### src/rtl/cmfta_pkg.sv
package cmfta_pkg;

   // defaults for the top level parameters
   localparam int MAX_FACE_DIM_DEFAULT   = 4096;
   localparam int COMPONENT_BITS_DEFAULT = 16;

   // configuration registers
   localparam int CSR_DATA_W  = 13;
   localparam int CSR_INDEX_W = 1;
   localparam logic [CSR_INDEX_W-1:0] CSR_FACE_WIDTH  = 1'd0;
   localparam logic [CSR_INDEX_W-1:0] CSR_FACE_HEIGHT = 1'd1;
   localparam logic [CSR_DATA_W-1:0]  FACE_SIZE_RESET = 13'd512;
   localparam int CSR_DATA_MAX = 8191;

   // result field widths
   localparam int FACE_W   = 3;
   localparam int TEXEL_W  = 12;
   localparam int OFFSET_W = 24;
   localparam int RSP_FIELDS_W = FACE_W + 2 * TEXEL_W + OFFSET_W;
   localparam int RSP_DATA_W   = ((RSP_FIELDS_W + 7) / 8) * 8;

   // face codes
   localparam logic [FACE_W-1:0] FACE_POS_X = 3'd0;
   localparam logic [FACE_W-1:0] FACE_NEG_X = 3'd1;
   localparam logic [FACE_W-1:0] FACE_POS_Y = 3'd2;
   localparam logic [FACE_W-1:0] FACE_NEG_Y = 3'd3;
   localparam logic [FACE_W-1:0] FACE_POS_Z = 3'd4;
   localparam logic [FACE_W-1:0] FACE_NEG_Z = 3'd5;

endpackage

### src/rtl/cube_map_face_texel_address_core.sv
// Cube-map face selection and texel addressing. Each request beat carries a
// signed direction (dir_x, dir_y, dir_z). The face whose axis component is
// strictly largest in magnitude is chosen, the two minor components are mapped
// to a texel column and row floor((s+m)*size/(2m)) clamped to size-1, and the
// linear index texel_x + face_width*texel_y is formed. A tie or a zero vector
// gives face_hit=0 with all other fields 0 (fallback color). Sizes are written
// through the csr port (index 0 face_width, 1 face_height, reset 512); a 0 is
// used as 1 and values above MAX_FACE_DIM saturate. Write them only while the
// pipeline is empty. Throughput is one beat per cycle while the output is not
// stalled. The restoring divider resolves one quotient bit per pipeline stage.
// Each stage holds its beat under back-pressure and bubbles collapse, so new
// beats keep entering while a finished result waits in the output stage, until
// every stage holds a beat.
module cube_map_face_texel_address_core
   import cmfta_pkg::*;
#(
   parameter int MAX_FACE_DIM   = MAX_FACE_DIM_DEFAULT,
   parameter int COMPONENT_BITS = COMPONENT_BITS_DEFAULT,
   localparam int REQ_DATA_W    = ((3 * COMPONENT_BITS + 7) / 8) * 8
) (
   input  logic                         clock,
   input  logic                         reset,
   // request: dir_x, dir_y, dir_z (COMPONENT_BITS each, signed), from bit 0 up
   input  logic                         req_tvalid,
   output logic                         req_tready,
   input  logic [REQ_DATA_W-1:0]        req_tdata,
   // response: face_index[2:0], texel_x[14:3], texel_y[26:15],
   // texel_offset[50:27], zero padding above
   output logic                         rsp_tvalid,
   input  logic                         rsp_tready,
   output logic [RSP_DATA_W-1:0]        rsp_tdata,
   // response flag: face_hit
   output logic [0:0]                   rsp_tuser,
   // configuration writes
   input  logic                         csr_we,
   input  logic [CSR_INDEX_W-1:0]       csr_index,
   input  logic [CSR_DATA_W-1:0]        csr_wdata
);

   localparam int CB         = COMPONENT_BITS;
   // largest effective face size and the widths that follow from it
   localparam int SIZE_MAX   = (MAX_FACE_DIM < CSR_DATA_MAX) ? MAX_FACE_DIM : CSR_DATA_MAX;
   localparam int SIZE_W     = $clog2(SIZE_MAX + 1);
   localparam int QUOT_W     = (SIZE_MAX > 1) ? $clog2(SIZE_MAX) : 1;
   // remainder width: numerator*size and the shifted divisor both fit
   localparam int REM_W      = CB + 1 + SIZE_W;
   localparam int PROD_W     = SIZE_W + QUOT_W;
   localparam int OFF_W      = PROD_W + 1;

   // stage map
   localparam int ST_SEL   = 0;             // major axis, face, minor components
   localparam int ST_NUM   = 1;             // s+m, t+m and divisor 2m
   localparam int ST_MUL   = 2;             // numerator times face size
   localparam int ST_DIV0  = 3;             // first quotient bit
   localparam int ST_CLAMP = ST_DIV0 + QUOT_W;
   localparam int ST_OFFM  = ST_CLAMP + 1;  // face_width * texel_y
   localparam int ST_OFFA  = ST_OFFM + 1;   // add texel_x, output stage
   localparam int N_ST     = ST_OFFA + 1;

   typedef struct packed {
      logic                     hit;
      logic [FACE_W-1:0]        face;
      logic [CB-1:0]            mag;      // major magnitude m
      logic signed [CB:0]       s;
      logic signed [CB:0]       t;
      logic [CB-1:0]            num_s;
      logic [CB-1:0]            num_t;
      logic [CB:0]              div;      // 2m
      logic [REM_W-1:0]         rem_s;
      logic [REM_W-1:0]         rem_t;
      logic [QUOT_W-1:0]        quo_s;
      logic [QUOT_W-1:0]        quo_t;
      logic [PROD_W-1:0]        prod;
      logic [OFF_W-1:0]         off;
   } pipe_type;

   // effective face size: 0 reads as 1, large values saturate
   function automatic logic [SIZE_W-1:0] eff_size(input logic [CSR_DATA_W-1:0] v);
      logic [SIZE_W-1:0] r;
      if (v == '0) begin
         r = SIZE_W'(1);
      end else if (int'(v) > SIZE_MAX) begin
         r = SIZE_W'(SIZE_MAX);
      end else begin
         r = SIZE_W'(v);
      end
      return r;
   endfunction

   logic [SIZE_W-1:0] width_ff;
   logic [SIZE_W-1:0] height_ff;

   // sizes are stored already saturated
   always_ff @(posedge clock) begin
      if (reset) begin
         width_ff  <= eff_size(FACE_SIZE_RESET);
         height_ff <= eff_size(FACE_SIZE_RESET);
      end else if (csr_we) begin
         unique case (csr_index)
            CSR_FACE_WIDTH:  width_ff  <= eff_size(csr_wdata);
            CSR_FACE_HEIGHT: height_ff <= eff_size(csr_wdata);
            default: ;
         endcase
      end
   end

   // ---------------------------------------------------------------------
   // stage 0: face selection
   // ---------------------------------------------------------------------
   logic signed [CB-1:0] dir_x;
   logic signed [CB-1:0] dir_y;
   logic signed [CB-1:0] dir_z;
   assign dir_x = req_tdata[CB-1:0];
   assign dir_y = req_tdata[2*CB-1:CB];
   assign dir_z = req_tdata[3*CB-1:2*CB];

   pipe_type sel_in;

   always_comb begin
      logic signed [CB:0] ex, ey, ez;
      logic [CB-1:0]      ax, ay, az;
      ex = (CB+1)'(dir_x);
      ey = (CB+1)'(dir_y);
      ez = (CB+1)'(dir_z);
      // magnitude of the most negative value still fits in CB unsigned bits
      ax = CB'(ex[CB] ? -ex : ex);
      ay = CB'(ey[CB] ? -ey : ey);
      az = CB'(ez[CB] ? -ez : ez);
      sel_in      = '0;
      sel_in.hit  = 1'b1;
      if (ax > ay && ax > az) begin
         sel_in.mag  = ax;
         sel_in.face = ex[CB] ? FACE_NEG_X : FACE_POS_X;
         sel_in.s    = ex[CB] ? ez : -ez;
         sel_in.t    = ey;
      end else if (ay > ax && ay > az) begin
         sel_in.mag  = ay;
         sel_in.face = ey[CB] ? FACE_NEG_Y : FACE_POS_Y;
         sel_in.s    = ex;
         sel_in.t    = ey[CB] ? ez : -ez;
      end else if (az > ax && az > ay) begin
         sel_in.mag  = az;
         sel_in.face = ez[CB] ? FACE_NEG_Z : FACE_POS_Z;
         sel_in.s    = ez[CB] ? -ex : ex;
         sel_in.t    = ey;
      end else begin
         // tie or zero vector: fallback, face stays 0
         sel_in.hit  = 1'b0;
      end
   end

   // ---------------------------------------------------------------------
   // stage logic
   // ---------------------------------------------------------------------
   pipe_type pipe_ff [N_ST];
   pipe_type pipe_in [N_ST];
   logic     valid_ff [N_ST];
   logic     stage_rdy [N_ST+1];

   always_comb begin
      logic signed [CB+1:0] sum_s, sum_t;
      logic [REM_W-1:0]     dsh;
      logic [QUOT_W-1:0]    qbit;
      pipe_type             p;
      int                   bit_pos;
      pipe_in[ST_SEL] = sel_in;
      for (int k = 1; k < N_ST; k++) begin
         p = pipe_ff[k-1];
         sum_s = '0;
         sum_t = '0;
         dsh   = '0;
         qbit  = '0;
         bit_pos = 0;
         if (k == ST_NUM) begin
            sum_s   = (CB+2)'(p.s) + (CB+2)'(signed'({1'b0, p.mag}));
            sum_t   = (CB+2)'(p.t) + (CB+2)'(signed'({1'b0, p.mag}));
            p.num_s = sum_s[CB+1] ? '0 : CB'(sum_s);
            p.num_t = sum_t[CB+1] ? '0 : CB'(sum_t);
            p.div   = {p.mag, 1'b0};
         end else if (k == ST_MUL) begin
            p.rem_s = REM_W'(p.num_s) * REM_W'(width_ff);
            p.rem_t = REM_W'(p.num_t) * REM_W'(height_ff);
            p.quo_s = '0;
            p.quo_t = '0;
         end else if (k >= ST_DIV0 && k < ST_CLAMP) begin
            // restoring division, one quotient bit per stage, msb first
            bit_pos = ST_DIV0 + QUOT_W - 1 - k;
            dsh  = REM_W'(p.div) << bit_pos;
            qbit = QUOT_W'(1) << bit_pos;
            if (p.rem_s >= dsh) begin
               p.rem_s = p.rem_s - dsh;
               p.quo_s = p.quo_s | qbit;
            end
            if (p.rem_t >= dsh) begin
               p.rem_t = p.rem_t - dsh;
               p.quo_t = p.quo_t | qbit;
            end
         end else if (k == ST_CLAMP) begin
            if ((SIZE_W+1)'(p.quo_s) > (SIZE_W+1)'(width_ff - 1'b1)) begin
               p.quo_s = QUOT_W'(width_ff - 1'b1);
            end
            if ((SIZE_W+1)'(p.quo_t) > (SIZE_W+1)'(height_ff - 1'b1)) begin
               p.quo_t = QUOT_W'(height_ff - 1'b1);
            end
            if (!p.hit) begin
               p.quo_s = '0;
               p.quo_t = '0;
            end
         end else if (k == ST_OFFM) begin
            p.prod = PROD_W'(width_ff) * PROD_W'(p.quo_t);
         end else if (k == ST_OFFA) begin
            p.off = OFF_W'(p.prod) + OFF_W'(p.quo_s);
         end
         pipe_in[k] = p;
      end
   end

   // a stage takes a new beat when it is empty or its beat moves on
   always_comb begin
      stage_rdy[N_ST] = rsp_tready;
      for (int k = N_ST - 1; k >= 0; k--) begin
         stage_rdy[k] = !valid_ff[k] || stage_rdy[k+1];
      end
   end

   always_ff @(posedge clock) begin
      for (int k = 0; k < N_ST; k++) begin
         if (reset) begin
            valid_ff[k] <= 1'b0;
         end else if (stage_rdy[k]) begin
            valid_ff[k] <= (k == 0) ? req_tvalid : valid_ff[(k == 0) ? 0 : k-1];
         end
      end
   end

   always_ff @(posedge clock) begin
      for (int k = 0; k < N_ST; k++) begin
         if (stage_rdy[k]) begin
            pipe_ff[k] <= pipe_in[k];
         end
      end
   end

   // ---------------------------------------------------------------------
   // ports
   // ---------------------------------------------------------------------
   pipe_type out_p;
   assign out_p      = pipe_ff[ST_OFFA];
   assign req_tready = stage_rdy[0];
   assign rsp_tvalid = valid_ff[ST_OFFA];
   assign rsp_tuser  = out_p.hit;
   assign rsp_tdata  = RSP_DATA_W'({OFFSET_W'(out_p.off),
                                    TEXEL_W'(out_p.quo_t),
                                    TEXEL_W'(out_p.quo_s),
                                    out_p.face});

   // ---------------------------------------------------------------------
   // assertions
   // ---------------------------------------------------------------------
   // an accepted beat lands in the first stage
   a_accept_lands: assert property (@(posedge clock) disable iff (reset)
      req_tvalid && req_tready |=> valid_ff[ST_SEL])
      else $error("accepted beat lost at pipeline entry");

   // a fallback result carries all-zero fields
   a_miss_zero: assert property (@(posedge clock) disable iff (reset)
      rsp_tvalid && !rsp_tuser[0] |-> rsp_tdata == '0)
      else $error("fallback result with nonzero fields");

   // a hit stays on the face grid
   a_hit_in_face: assert property (@(posedge clock) disable iff (reset)
      rsp_tvalid && rsp_tuser[0] |->
         (SIZE_W+1)'(out_p.quo_s) < (SIZE_W+1)'(width_ff) &&
         (SIZE_W+1)'(out_p.quo_t) < (SIZE_W+1)'(height_ff) &&
         out_p.face <= FACE_NEG_Z)
      else $error("texel outside selected face");

   // a stalled output stage keeps its beat
   a_out_hold: assert property (@(posedge clock) disable iff (reset)
      rsp_tvalid && !rsp_tready |=> rsp_tvalid && $stable(out_p))
      else $error("output stage dropped or changed a stalled beat");

endmodule
### config.mk
export PLATFORM = sky130hd
export DESIGN_NAME = cube_map_face_texel_address_core
export DESIGN_NICKNAME = d
export VERILOG_FILES = /design/src/rtl/cmfta_pkg.sv /design/src/rtl/cube_map_face_texel_address_core.sv
export SDC_FILE = /design/constraint.sdc
export NUM_CORES = 2
export LEC_CHECK = 0
export CELL_PAD_IN_SITES_DETAIL_PLACEMENT = 2
export CELL_PAD_IN_SITES_GLOBAL_PLACEMENT = 2
export CORE_AREA = 2 2 532 534
export CTS_CLUSTER_SIZE = 25
export DETAILED_ROUTE_END_ITERATION = 7
export DIE_AREA = 0 0 534 536
export DONT_BUFFER_PORTS = 1
export PLACE_DENSITY_LB_ADDON = 0.1
export SYNTH_ARGS = -nofsm -noshare
export SYNTH_HDL_FRONTEND = slang
export SYNTH_MEMORY_MAX_BITS = 65536
export SYNTH_SLANG_ARGS = --single-unit
### constraint.sdc
create_clock -name clock -period 10.1 [get_ports clock]
set_input_delay 2.02 -clock clock [delete_from_list [all_inputs] [get_ports clock]]
set_output_delay 2.02 -clock clock [all_outputs]
set_load 0.02 [all_outputs]
==> impl_metrics.json <==
{
  "syn_area_sq_mm": 0.0922,
  "drt_iter0_drc": 2636,
  "grt_overflow_total": 0,
  "synth_area_per_cell_sq_um": 10.9,
  "min_period_ns": 7.33,
  "yosys_warnings": 0,
  "pwr-share-seq_pct": 34.6,
  "num_vias": 62920,
  "start_util_pct": 32.8,
  "regToRegSetupSlack_ns": 3.28,
  "root_buffer": "clkbuf_16",
  "cpLargestDelayFamily": "simple AND/OR/NAND/NOR gates",
  "slew_violations": 0,
  "dp_hpwl_um": 234000,
  "finalSetupTns_ns": 0,
  "fin_total_pwr_uw": 35400,
  "slowest_delay_ns": 0.51,
  "synth_mux_area_share_pct": 1.41,
  "antenna_found_initial": 17,
  "io_buffers": 0,
  "num_rows": 195,
  "synth-seq-cells": 1400,
  "synth_compound_area_share_pct": 10.1,
  "synth_top_family_by_area": "adder cells",
  "drc": 0,
  "path_cells": "nor2b_1 > nand2_2 > buf_4 > nor2_1 > and2_1 > and3_1 > inv_4 > nor2_1 > nand4_1 > buf_4",
  "drive_above_1_share_pct": 6.06,
  "ys_types": 95,
  "grt_usage_pct": 20.4,
  "wl_per_cell_um": 23.7,
  "tightest_slew_ns": 1.33,
  "fin_skew_ns": 0.0862,
  "path_max_fanout": 56,
  "final_nets": 9693,
  "relSlewSlack_pct": 11.1,
  "cap_violations": 0,
  "async_flop_share_pct": 0,
  "clock_path_buffers": 4,
  "fin_util_pct": 36.4,
  "core_area_sq_mm": 0.281,
  "htreeDepth": 4,
  "hold_violations": 0,
  "routed_wl_um": 292000,
  "ys.flop_type": "edfxtp_1",
  "via_per_inst": 5.10,
  "worstSetupEndpointType": "output pin",
  "cts_buffers": 174,
  "synth_simple_gate_area_share_pct": 13.4,
  "cp.arrival_ns": 5.31,
  "hold_buffers": 0,
  "synthAdderAreaFrac_pct": 19.3,
  "required_ns": 8.08,
  "combinationalPowerShare_pct": 47.7,
  "grt_pass1_vias": 70541,
  "yosys.area_share.xor_xnor_pct": 5.50,
  "synth_edf_count": 1374,
  "worstSkewPairLatency_ns": 0.89,
  "ir_drop_v": 0.000145,
  "die-area_sq_mm": 0.286,
  "whs_endpoint": "pipe_ff[6][72]",
  "ys_seq_area_share_pct": 45.3,
  "grt_pass1_wl_um": 447000,
  "ctsResizeCount": 0,
  "r2r_end": "pipe_ff[2][103]",
  "syn_inst": 8458,
  "critPathLaunchType": "primary input",
  "cts_setup_buffers": 0,
  "ant_nets": 0,
  "r2r_start": "height_ff[6]",
  "setup_viol": 0,
  "slowest_stage": "nor2_1",
  "area_growth_pct": 11.0,
  "p_leak_uw": 0.0425,
  "gp_congestion": 0.851,
  "p_int_uw": 20400,
  "io_pins": 126,
  "grt_start_max_net_pins": 86,
  "hp-start": "pipe_ff[5][72]",
  "cts_sinks": 1400,
  "rsz0062_at_grt": "false",
  "clkPwrFrac_pct": 17.7,
  "path_class": "in2out",
  "timing.final.crit_share_pct": 72.6,
  "tritoncts": "done",
  "die_w_um": 534,
  "fp.dieH_um": 536,
  "fmax_ghz": 0.136,
  "powerDensity_mw_per_mm2": 346,
  "dr.pass1.iters": 5,
  "min_path_cells": 0,
  "switchingPower_uw": 14900,
  "clk_pin_slew_ns": 0.06,
  "worst_r2r_path_depth": 19,
  "crit_buf_inv": 3,
  "status": "finished, final reports clean",
  "switching_share_pct": 42.2,
  "hold_path_class": "reg2reg"
}
logic make-up (layout without fill, tap and decap cells):
| logic type | count (synthesis) | after routing |
|---|---|---|
| and+or+nand+nor | 2496 | 2496 |
| muxes | 118 | 118 |
| xor gates and xnor gates | 579 | 579 |
| adders and majority gates | 1157 | 1157 |
| DFF | 1400 | 1400 |
| AOI/OAI and AO/OA | 1487 | 1487 |
| buffers and inverters | 1220 | 1357 |
| other | 1 | 10 |
routing by layer:
layer  share of wire [%]  GRT usage (%)
met1                  45           26.0
met4                 2.7           5.33
met2                  50           36.7
met5              0.0045              0
met3                 2.2           1.94
synthesized netlist by cell type, drive strengths merged, types with 16 or more instances:
cell type	number	area (sq um)
mux2i	26	260
nor3	162	826
buf	31	175
o21bai	42	315
inv	977	3670
o31ai	60	450
nand4	63	394
a21o	130	976
nand2	791	2970
o31a	20	175
or4	31	236
nand3	132	661
and2	273	1710
edfxtp	1374	41300
nand4b	26	228
ha	715	8950
nor2	516	1940
nor4b	16	146
nor3b	20	150
o21a	102	766
a21boi	23	173
o211ai	24	180
dfxtp	26	521
or2	31	194
a31oi	44	275
a22oi	16	120
or3	73	492
o22ai	18	113
xor2	269	2360
xnor2	310	2720
nor4	92	576
nand2b	85	532
a21oi	467	2340
clkbuf	212	796
fa	442	8850
mux2	92	1040
o21ai	353	1770
and3	36	225
nor2b	103	644
a211oi	51	383
power by group through the flow:
stage          sequential, uW  clock (uW)  combinational, uW
2_1_floorplan           10800           0              12200
5_1_grt                 12500        6670              19000
4_1_cts                 12300        6500              17200
3_5_place_dp            12400           0              17000
3_3_place_gp            12300           0              16500
6_report                12200        6280              16900
placed cells by master, fill, tap and decap left out, drive strengths merged, types with 130 or more instances in the layout:
cell    Yosys  final
edfxtp   1374   1374
inv       977    980
nand2     791    791
ha        715    715
nor2      516    516
a21oi     467    467
fa        442    442
o21ai     353    353
xnor2     310    310
and2      273    273
xor2      269    269
clkbuf    212    194
nor3      162    162
nand3     132    132
a21o      130    130
registers in the layout (all words and copies together), names as in the netlist:
| register | flops |
|---|---|
| valid_ff | 18 |
| width_ff | 13 |
| pipe_ff | 1356 |
| height_ff | 13 |
worst max path at each step:
stage	startpoint	to	slack [ns]	cells past startpoint
after floorplan	rsp_tready	req_tready	0.38	9
after global placement	req_tdata[0]	pipe_ff[0][200]	2.45	19
after detailed placement	req_tdata[0]	pipe_ff[0][200]	2.47	19
after CTS	rsp_tready	req_tready	2.69	10
after global routing	rsp_tready	req_tready	2.44	10
final	rsp_tready	req_tready	2.77	10
metrics by stage:
step	instance area [sq um]	hold WS [ns]	worst slack, ns	instances
after global routing	102000	0.384	2.44	12344
after global placement	96700	0.401	2.45	12036
after CTS	102000	0.368	2.69	12342
after floorplan	92200	0.400	0.384	8462
after detailed placement	96700	0.405	2.47	12036
final	102000	0.384	2.77	12347
area by class of cell:
cell class | count | area [sq um]
Fill cell | 29768 | 178000
Multi-Input combinational cell | 5842 | 46000
Antenna cell | 5 | 12.5
Timing Repair Buffer | 74 | 556
Tap cell | 3743 | 4680
Inverter | 977 | 3680
Clock buffer | 194 | 4450
Clock inverter | 112 | 1200
Sequential cell | 1400 | 41800
Power figures use the tool's default switching activity.
